File: config.mk
export PLATFORM = sky130hd
export DESIGN_NAME = diff_pressure_offset_calibrator_core
export DESIGN_NICKNAME = d
export VERILOG_FILES = /design/src/rtl/core/dpoc_pkg.sv /design/src/rtl/core/diff_pressure_offset_calibrator_core.sv /design/src/rtl/core/dpoc_pressure.sv
export VERILOG_INCLUDE_DIRS = /design/src /design/src/rtl/core
export SDC_FILE = /design/constraint.sdc
export NUM_CORES = 2
export LEC_CHECK = 0
export BUFFER_PORTS_ARGS = -buffer_cell sky130_fd_sc_hd__buf_2
export CORE_MARGIN = 2
export CORE_UTILIZATION = 55
export CTS_BUF_LIST = sky130_fd_sc_hd__clkbuf_16
export CTS_CLUSTER_SIZE = 28
export DETAILED_ROUTE_END_ITERATION = 8
export HOLD_SLACK_MARGIN = 0.02
export PLACE_DENSITY = 0.75
export SYNTH_ARGS = -nofsm -noshare
export SYNTH_HDL_FRONTEND = slang
export SYNTH_SLANG_ARGS = --single-unit
File: constraint.sdc
create_clock -name clk -period 12.1 [get_ports clk]
set_input_delay 0.605 -clock clk [delete_from_list [all_inputs] [get_ports clk]]
set_output_delay 0.605 -clock clk [all_outputs]
set_load 0.02 [all_outputs]
File: src/rtl/core/assert_macros.svh
// Assertion macros shared by the calibrator RTL.
// Depends on nothing; included by modules that carry concurrent checks.
`ifndef ASSERT_MACROS_SVH
`define ASSERT_MACROS_SVH

`ifndef ASSERT_OFF

// The consequent must hold in the same cycle as the antecedent.
`define ASSERT_SAME(label, clk, rst_n, ante, cons) \
    label: assert property (@(posedge clk) disable iff (!rst_n) (ante) |-> (cons)) \
        else $error("assertion failed");

// The consequent must hold in the cycle after the antecedent.
`define ASSERT_NEXT(label, clk, rst_n, ante, cons) \
    label: assert property (@(posedge clk) disable iff (!rst_n) (ante) |=> (cons)) \
        else $error("assertion failed");

`else

`define ASSERT_SAME(label, clk, rst_n, ante, cons)
`define ASSERT_NEXT(label, clk, rst_n, ante, cons)

`endif

`endif

File: src/rtl/core/dpoc_pkg.sv
// Shared widths, constants and types for the pressure offset calibrator.
// Depends on nothing; imported by the pressure datapath and the top level.
package dpoc_pkg;

    localparam int COUNT_W  = 14;
    localparam int OFFSET_W = 21;
    localparam int GAIN_W   = 18;
    localparam int PRESS_W  = 24;
    localparam int SUM_W    = 40;
    localparam int TALLY_W  = 16;

    localparam int IN_TDATA_W  = 24;
    localparam int OUT_TDATA_W = 144;

    localparam logic [GAIN_W-1:0] GAIN_RESET  = 18'd68944;
    localparam logic [7:0]        STATUS_MASK = 8'hC0;

    // Running sum with its reading count.
    typedef struct packed {
        logic signed [SUM_W-1:0] total;
        logic [TALLY_W-1:0]      tally;
    } run_sum_t;

    // One result item; the last field sits in the lowest bits.
    typedef struct packed {
        logic [TALLY_W-1:0]       vspeed_count;
        logic signed [SUM_W-1:0]  vspeed_sum;
        logic [TALLY_W-1:0]       airspeed_count;
        logic signed [SUM_W-1:0]  airspeed_sum;
        logic                     status_error;
        logic                     is_calibrated;
        logic                     pressure_valid;
        logic signed [PRESS_W-1:0] pressure_q8;
    } result_t;

    // Optional clear, then a saturating add of one pressure and a count bump.
    function automatic run_sum_t run_sum_add(run_sum_t cur, logic clr, logic add,
                                             logic signed [PRESS_W-1:0] p);
        run_sum_t                res;
        logic signed [SUM_W:0]   wide;
        logic signed [SUM_W-1:0] base_total;
        logic [TALLY_W-1:0]      base_tally;
        base_total = clr ? '0 : cur.total;
        base_tally = clr ? '0 : cur.tally;
        wide = (SUM_W+1)'(base_total) + (SUM_W+1)'(p);
        res.total = base_total;
        res.tally = base_tally;
        if (add)
        begin
            if (wide[SUM_W] != wide[SUM_W-1])
                res.total = wide[SUM_W] ? {1'b1, {(SUM_W-1){1'b0}}}
                                        : {1'b0, {(SUM_W-1){1'b1}}};
            else
                res.total = wide[SUM_W-1:0];
            if (base_tally != '1)
                res.tally = base_tally + 1'b1;
        end
        return res;
    endfunction

endpackage

File: src/rtl/core/diff_pressure_offset_calibrator_core.sv
// Top level of the differential pressure zero-offset calibrator.
// Depends on dpoc_pkg, dpoc_pressure and assert_macros.svh.
//
//   port group   dir  width  contents
//   s_*          in   24     one reading: status/count bytes and clear flags
//   m_*          out  144    pressure, flags, two running sums with counts
//   cfg_*        in   18     gain_q16 register write
//
// Each item passes through the input register and then the result register;
// one item per cycle is sustained while m_tready is high. The per-item path is
// the gain multiply and the 40-bit saturating sum update. A stalled result
// holds in the result register while the input register still takes one item.
// Reset clears calibration and sums and restores the default gain.
`include "assert_macros.svh"

module diff_pressure_offset_calibrator_core
    import dpoc_pkg::*;
#(
    parameter int SKIP_READINGS     = 128,
    parameter int AVG_READINGS_LOG2 = 7
)
(
    input  logic                   clk,
    input  logic                   rst_n,
    input  logic                   cfg_we,
    input  logic [GAIN_W-1:0]      cfg_wdata,   // gain_q16
    input  logic                   s_tvalid,
    output logic                   s_tready,
    // high_byte, low_byte, clear_airspeed_sum, clear_vspeed_sum, zero pad
    input  logic [IN_TDATA_W-1:0]  s_tdata,
    output logic                   m_tvalid,
    input  logic                   m_tready,
    // pressure_q8, pressure_valid, is_calibrated, status_error, airspeed_sum,
    // airspeed_count, vspeed_sum, vspeed_count, zero pad
    output logic [OUT_TDATA_W-1:0] m_tdata
);

    localparam int CNT_W = 9;
    localparam logic [CNT_W-1:0] FINISH_CNT =
        CNT_W'(SKIP_READINGS + (1 << AVG_READINGS_LOG2));
    localparam logic [CNT_W-1:0] SKIP_CNT = CNT_W'(SKIP_READINGS);
    localparam int SH_L   = (AVG_READINGS_LOG2 <= 7) ? 7 - AVG_READINGS_LOG2 : 0;
    localparam int SH_R   = (AVG_READINGS_LOG2 > 7) ? AVG_READINGS_LOG2 - 7 : 0;
    localparam int OFF_XW = OFFSET_W + 8;
    localparam int PAD_W  = OUT_TDATA_W - $bits(result_t);

    // Input register
    logic       in_valid_reg;
    logic [7:0] in_high_reg;
    logic [7:0] in_low_reg;
    logic       in_clr_air_reg;
    logic       in_clr_vs_reg;

    // Configuration and state
    logic [GAIN_W-1:0]          gain_reg;
    logic [CNT_W-1:0]           cal_cnt_reg;
    logic signed [OFFSET_W-1:0] cal_acc_reg;
    logic                       cal_done_reg;
    logic signed [OFFSET_W-1:0] offset_reg;
    run_sum_t                   air_reg;
    run_sum_t                   vs_reg;

    // Result register
    logic    out_valid_reg;
    result_t out_res_reg;

    logic                       advance;
    logic                       status_err;
    logic signed [COUNT_W-1:0]  count_q0;
    logic [CNT_W-1:0]           cal_cnt_next;
    logic                       cal_finish;
    logic                       cal_sum_en;
    logic signed [OFFSET_W:0]   acc_wide;
    logic signed [OFFSET_W-1:0] cal_acc_next;
    logic signed [OFF_XW-1:0]   off_wide;
    logic signed [OFFSET_W-1:0] offset_next;
    logic signed [PRESS_W-1:0]  pressure_q8;
    run_sum_t                   air_next;
    run_sum_t                   vs_next;
    result_t                    res_next;

    assign advance  = in_valid_reg && (!out_valid_reg || m_tready);
    assign s_tready = !in_valid_reg || advance;
    assign m_tvalid = out_valid_reg;
    assign m_tdata  = {{PAD_W{1'b0}}, out_res_reg};

    // Unpack: subtracting mid-scale from a 14-bit count flips its top bit.
    assign status_err = (in_high_reg & STATUS_MASK) != 8'h00;
    assign count_q0   = $signed({~in_high_reg[5], in_high_reg[4:0], in_low_reg});

    // Calibration sequencing
    assign cal_cnt_next = cal_cnt_reg + 1'b1;
    assign cal_finish   = !cal_done_reg && (cal_cnt_next == FINISH_CNT);
    assign cal_sum_en   = !cal_done_reg && !cal_finish && (cal_cnt_next >= SKIP_CNT);
    assign acc_wide     = (OFFSET_W+1)'(cal_acc_reg) + (OFFSET_W+1)'(count_q0);
    assign off_wide     = (OFF_XW'(cal_acc_reg) <<< SH_L) >>> SH_R;

    always_comb
    begin
        if (acc_wide[OFFSET_W] != acc_wide[OFFSET_W-1])
            cal_acc_next = acc_wide[OFFSET_W] ? {1'b1, {(OFFSET_W-1){1'b0}}}
                                              : {1'b0, {(OFFSET_W-1){1'b1}}};
        else
            cal_acc_next = acc_wide[OFFSET_W-1:0];

        if (off_wide > OFF_XW'($signed({1'b0, {(OFFSET_W-1){1'b1}}})))
            offset_next = {1'b0, {(OFFSET_W-1){1'b1}}};
        else if (off_wide < OFF_XW'($signed({1'b1, {(OFFSET_W-1){1'b0}}})))
            offset_next = {1'b1, {(OFFSET_W-1){1'b0}}};
        else
            offset_next = off_wide[OFFSET_W-1:0];
    end

    dpoc_pressure u_pressure
    (
        .count_q0    (count_q0),
        .offset_q7   (offset_reg),
        .gain_q16    (gain_reg),
        .pressure_q8 (pressure_q8)
    );

    assign air_next = run_sum_add(air_reg, in_clr_air_reg, cal_done_reg, pressure_q8);
    assign vs_next  = run_sum_add(vs_reg, in_clr_vs_reg, cal_done_reg, pressure_q8);

    always_comb
    begin
        res_next.pressure_valid = !status_err && cal_done_reg;
        res_next.pressure_q8    = res_next.pressure_valid ? pressure_q8 : '0;
        res_next.is_calibrated  = cal_done_reg || (!status_err && cal_finish);
        res_next.status_error   = status_err;
        res_next.airspeed_sum   = status_err ? air_reg.total : air_next.total;
        res_next.airspeed_count = status_err ? air_reg.tally : air_next.tally;
        res_next.vspeed_sum     = status_err ? vs_reg.total : vs_next.total;
        res_next.vspeed_count   = status_err ? vs_reg.tally : vs_next.tally;
    end

    always_ff @(posedge clk or negedge rst_n)
    begin
        if (!rst_n)
        begin
            in_valid_reg  <= 1'b0;
            out_valid_reg <= 1'b0;
            gain_reg      <= GAIN_RESET;
            cal_cnt_reg   <= '0;
            cal_acc_reg   <= '0;
            cal_done_reg  <= 1'b0;
            offset_reg    <= '0;
            air_reg       <= '0;
            vs_reg        <= '0;
        end
        else
        begin
            if (s_tvalid && s_tready)
                in_valid_reg <= 1'b1;
            else if (advance)
                in_valid_reg <= 1'b0;

            if (advance)
                out_valid_reg <= 1'b1;
            else if (m_tready)
                out_valid_reg <= 1'b0;

            if (cfg_we)
                gain_reg <= cfg_wdata;

            if (advance && !status_err)
            begin
                air_reg <= air_next;
                vs_reg  <= vs_next;
                if (!cal_done_reg)
                    cal_cnt_reg <= cal_cnt_next;
                if (cal_finish)
                begin
                    offset_reg   <= offset_next;
                    cal_done_reg <= 1'b1;
                end
                if (cal_sum_en)
                    cal_acc_reg <= cal_acc_next;
            end
        end
    end

    always_ff @(posedge clk)
    begin
        if (s_tvalid && s_tready)
        begin
            in_high_reg    <= s_tdata[7:0];
            in_low_reg     <= s_tdata[15:8];
            in_clr_air_reg <= s_tdata[16];
            in_clr_vs_reg  <= s_tdata[17];
        end
        if (advance)
            out_res_reg <= res_next;
    end

    `ASSERT_NEXT(a_cal_sticky, clk, rst_n, cal_done_reg, cal_done_reg)
    `ASSERT_SAME(a_valid_needs_cal, clk, rst_n, out_valid_reg && out_res_reg.pressure_valid,
                 out_res_reg.is_calibrated && !out_res_reg.status_error)
    `ASSERT_SAME(a_idle_pressure_zero, clk, rst_n,
                 out_valid_reg && !out_res_reg.pressure_valid,
                 out_res_reg.pressure_q8 == '0)
    `ASSERT_NEXT(a_err_keeps_state, clk, rst_n, advance && status_err,
                 $stable(air_reg) && $stable(vs_reg) && $stable(cal_cnt_reg))
    `ASSERT_NEXT(a_input_held, clk, rst_n, in_valid_reg && !advance, in_valid_reg)

endmodule

File: src/rtl/core/dpoc_pressure.sv
// Offset correction, gain multiply and Q8 rounding of one signed count.
// Depends on dpoc_pkg for field widths.
module dpoc_pressure
    import dpoc_pkg::*;
(
    input  logic signed [COUNT_W-1:0]  count_q0,
    input  logic signed [OFFSET_W-1:0] offset_q7,
    input  logic [GAIN_W-1:0]          gain_q16,
    output logic signed [PRESS_W-1:0]  pressure_q8
);

    localparam int D_W    = OFFSET_W + 1;
    localparam int PROD_W = D_W + GAIN_W + 1;
    localparam int RND_W  = PROD_W + 1;
    localparam int SHR_W  = RND_W - 15;

    logic signed [D_W-1:0]    diff_q7;
    logic signed [GAIN_W:0]   gain_s;
    logic signed [PROD_W-1:0] prod_q23;
    logic signed [RND_W-1:0]  rnd_q23;
    logic signed [SHR_W-1:0]  shr_q8;

    assign diff_q7  = (D_W'(count_q0) <<< 7) - D_W'(offset_q7);
    assign gain_s   = $signed({1'b0, gain_q16});
    assign prod_q23 = PROD_W'(diff_q7) * PROD_W'(gain_s);

    // Round half up, then floor by the arithmetic shift.
    assign rnd_q23 = RND_W'(prod_q23) + RND_W'(16384);
    assign shr_q8  = SHR_W'(rnd_q23 >>> 15);

    always_comb
    begin
        if (shr_q8 > SHR_W'($signed({1'b0, {(PRESS_W-1){1'b1}}})))
            pressure_q8 = {1'b0, {(PRESS_W-1){1'b1}}};
        else if (shr_q8 < SHR_W'($signed({1'b1, {(PRESS_W-1){1'b0}}})))
            pressure_q8 = {1'b1, {(PRESS_W-1){1'b0}}};
        else
            pressure_q8 = shr_q8[PRESS_W-1:0];
    end

endmodule

Word-level counts from Yosys, hierarchy flattened

Index checks and enable logic that the tools add are counted.

Output and inout bits: 146
Memories: 0
Bits in writable memories: 0
Bits in read-only memories: 0
Bits in latches: 0
Word-level logic and storage cells: 93
Flip-flop bits (word level): 341

Muxes and demuxes: 26
Divide/modulo/power cells: 0
Bitwise logic cells: 2
$lt $le $gt $ge: 5
Multipliers: 1
Add/sub/neg operators: 8
Shift operators: 0
Reduce and logical (&&, ||, !) cells: 22
Equal/unequal tests: 6

Operators by type and width:

| kind                                                               | count |
|---|---|
| two-way mux 40 bit                                                 | 8 |
| two-way mux 56 bit                                                 | 2 |
| two-way mux 16 bit                                                 | 6 |
| two-way mux 21 bit                                                 | 4 |
| adder 40 x 24 -> 41 bit                                            | 2 |
| two-way mux 24 bit                                                 | 2 |
| adder 41 x 16 -> 42 bit (second input constant)                    | 1 |
| multiplier 22 x 19 -> 41 bit                                       | 1 |
| adder 16 x 1 -> 16 bit (second input constant)                     | 2 |
| != test 16 bit (second input constant)                             | 2 |
| > comparator 27 x 24 -> 1 bit (second input constant)              | 1 |
| < comparator 27 x 24 -> 1 bit (second input constant)              | 1 |
| adder 21 x 14 -> 22 bit                                            | 1 |
| subtractor 21 x 21 -> 22 bit                                       | 1 |
| > comparator 21 bit (second input constant)                        | 1 |
| < comparator 21 bit (second input constant)                        | 1 |
| adder 9 x 1 -> 9 bit (second input constant)                       | 1 |
| equality test 9 bit (second input constant)                        | 1 |
| greater-or-equal comparator 9 x 8 -> 1 bit (second input constant) | 1 |
| logical AND 1 bit                                                  | 8 |
| nonzero test 8 bit                                                 | 1 |
| AND reduction 2 bit                                                | 3 |
| logical NOT 1 bit                                                  | 5 |
| two-way mux 1 bit                                                  | 4 |
| other kinds (4)                                                    | 10 |

Depth between registers and ports, before layout

Word-level depth: 12
Mapped depth: 61

Modules after synthesis

Synthesis repeated with hierarchy kept, for this count alone.

Cells, all modules: 3,927
Area total of the unflattened synthesis: 36,451.2 sq um

Modules (own cells, without submodules):

| module                               | area each (sq um) | times used | cells each | sequential area each (sq um) |
|---|---|---|---|---|
| diff_pressure_offset_calibrator_core | 20,310.7          | 1          | 2,105      | 9,326.4 |
| dpoc_pressure                        | 16,140.5          | 1          | 1,822      | 0.0 |

Worst setup path after synthesis

OpenSTA, ideal clock, no wires.

Path kind: reg2reg
From: register offset_reg[0]
To: register out_res_reg (netlist bit m_tdata[101]), data pin
Arrival: 12.070 ns
Buffers on the path: 7
Required time: 11.844 ns
Slack: -0.227 ns
Setup time: 0.256 ns
Clock period less this slack: 12.327 ns
Stages on the path, launching flop included: 57
Cell sequence: dfrtp_1 -> clkbuf_1 -> inv_1 -> ha_1 -> a41oi_1 -> o21bai_1 -> a21oi_1 -> o21bai_1 -> a21oi_1 -> o21bai_1 -> a21oi_1 -> o21bai_1 -> a21oi_1 -> o21ai_0 -> nor4_1 -> nor3_1 -> xnor2_1 -> clkbuf_1 -> [21 not listed] -> a21o_1 -> ha_1 -> a21oi_1 -> o21bai_1 -> a21oi_1 -> o21ai_0 -> a21o_1 -> a21oi_1 -> and2_1 -> inv_1 -> a311o_1 -> o211ai_2 -> o21ai_2 -> a211o_1 -> and2_4 -> buf_6 -> maj3_2 -> a22o_1

RTL lines:

| item                   | RTL line                                    | RTL |
|---|---|---|
| start, declared        | diff_pressure_offset_calibrator_core.sv:59  | `logic signed [OFFSET_W-1:0] offset_reg;` |
| start signal, assigned | diff_pressure_offset_calibrator_core.sv:174 | `offset_reg <= offset_next;` |
| end signal, assigned   | diff_pressure_offset_calibrator_core.sv:193 | `out_res_reg <= res_next;` |
| end, declared          | diff_pressure_offset_calibrator_core.sv:65  | `result_t out_res_reg;` |

==> reports/qor.txt <==
status = complete, no violations
syn_area_per_cell = 9.11 um2
R2R Path End = m_tdata[102]
Final nets = 5,272
Worst path top cell family by delay = compound AO/OA/AOI/OAI gates
initial antenna violation count = 1
final hold violations = 0
die area = 69,900 um2
r2r startpoint = in_low_reg[0]
port bufs = 181
Layout Skew = 0.0326 ns
nature of the critical path endpoint = flop
vias in the first global route = 32,107
DRC Markers = 0
Worst EP arrival = 12.43 ns
GPL Wtd Cong = 0.945
max reg flops = 139
placed wire-length estimate = 79,000 um
n_diodes = 0
Max FO, Critical Path = 9
Cells after Synth = 4,098
DRT iter0 DRCs = 2,870
worst skew pair latency = 0.61 ns
die width = 264 um
post-layout minimum cycle time = 12.10 ns
most frequent cells in the layout = nand2_1 (513), inv_1 (491), fa_1 (370), buf_4 (370), and2_1 (216)
GRT Overall Usage = 30.2%
Post-DP Area = 41,500 um2
io pins = 193
most common cell after layout, fill and taps aside = nand2_1
Yosys cell types = 114
die height = 264 um
CTS Root Cell = clkbuf_16
final instance area = 45,400 um2
area added between synthesis and finish = 21.7%
Setup Viol. Count Final = 0
EDFF count, synth = 157
DRT Pass-1 Iters = 6
CP Launch Type = flop
GR Overflow Total = 0
fmax = 0.0827 GHz
post-route clock period utilization = 100%
max-slew violations = 0
sequential fraction of the synthesis area = 25.0%
worst r2r path cells = 54
Rel. slew slack = 24.7%
maxcap violations = 0
Reg clk slew, reported paths = 0.06 ns
Core ar. = 67,200 um2
cell area after synthesis = 37,300 um2
CTS buffer count = 42
Wirelength per Cell = 19.9 um
ANT nets after route = 0
Clock Tree Buf Depth = 3
Yosys reg bits = 341
hold crit path type = in2async
total number of vias = 32,237
Slew @ Worst Pin = 1.13 ns
Async SR Flop Fraction = 54.0%
RSZ-0062 raised after global routing = true
Starting Density = 55.6%
Post-Route WL = 109,000 um
Crit-path slowest cell = fa_2
WS Path Type = reg2reg
Site Rows = 95
Clock Sink Count = 341
R2R Setup Slk = 0.005 ns
first-pass GRT wire length = 169,000 um
ys flop type = dfrtp_1
share of cells above drive strength 1 = 23.4%
max incr delay on CP = 0.60 ns
WP data required = 12.43 ns
worst path bufs/invs = 9
H-tree levels = 2
Syn. warnings = 0
CTS tree = done
vias per inst = 5.89
largest net degree at the start of global routing = 82
==> area by class of cell <==
class                      count  area [um2]
multi-input combinational   3070       27000
fill                        5016       21700
sequential                   341        9330
timing repair buffer         613        4620
inverter                     501        1890
tap                          873        1090
clock buffer                  42        1050
clock inverter                36         418
==> cell usage after synthesis (26+ instances only) <==
library cell  instances  share of area [%]
dfrtp_1             178                 12
o21ai_1              90                1.2
nand4_1              28               0.47
inv_1               497                5.0
xnor2_1              90                2.1
mux2_2               28               0.84
fa_1                398                 21
o21ai_0             194                2.6
nor3_1               52               0.70
and2_1              233                3.9
nor2b_1             111                1.9
o31ai_1              26               0.52
nor2_1              190                1.9
edfxtp_1            157                 13
nand2_1             524                5.3
nand3_1              44               0.59
nand2b_1             39               0.65
a21oi_1             218                2.9
a31oi_1              28               0.47
xor2_1               40               0.94
o21a_1               33               0.66
ha_1                258                8.7
a22o_1               33               0.77
clkbuf_1            155                1.6
a21o_1               69                1.4
==> layer usage <==
metal  GRT usage, %  share of wire, %  up-vias
li1               -                 -    14659
met1           40.4                40    15890
met2           49.3                48     1382
met3           4.90               7.9      306
met4           12.2               4.4        0
met5              0                 0        -
==> cells by family after synthesis <==
logic type	synth area share, %
DFF	25.0
AOI/OAI and AO/OA	15.7
other	0.0100
xor gates and xnor gates	3.05
buffers and inverters	7.19
and+or+nand+nor	17.5
muxes	1.07
adders and majority gates	30.4
==> stage by stage <==
stage          instances  TNS, ns  setup slack [ns]  hold WS, ns  util (%)
2_1_floorplan       4102        0           0.00737        0.309         -
3_3_place_gp        5331   -11.08            -0.268        0.481      61.8
3_5_place_dp        5331   -33.55            -0.413        0.489      61.8
4_1_cts             5425        0            0.0102       0.0628      64.7
5_1_grt             5476   -32.34            -0.403       0.0905      67.6
6_report            5476        0           0.00459       0.0440      67.6
==> worst max path at each step <==
stage                  startpoint           end  slack (ns)  cells past startpoint
floorplan           offset_reg[0]  m_tdata[101]       0.007                     55
global placement    in_low_reg[0]   m_tdata[63]       -0.27                     56
detailed placement  in_low_reg[0]  m_tdata[100]       -0.41                     54
CTS                 in_low_reg[0]   m_tdata[63]        0.01                     56
global route        in_low_reg[0]  m_tdata[102]       -0.40                     54
finish              in_low_reg[0]  m_tdata[102]       0.005                     54
==> timing repair <==
| item | CTS | global route |
|---|---|---|
| resized for setup | 71 | 335 |
| pin swaps | 39 | 179 |
| hold buffers | 0 | 0 |
| buffers inserted | 14 | 48 |
| cloned | 2 | 4 |
| setup endpoints to repair | 158 | 159 |
| hold endpoints to repair | 0 | 0 |
Power is not shown: default switching activity piles up to over one toggle a cycle in this logic, so the estimate is an artifact.
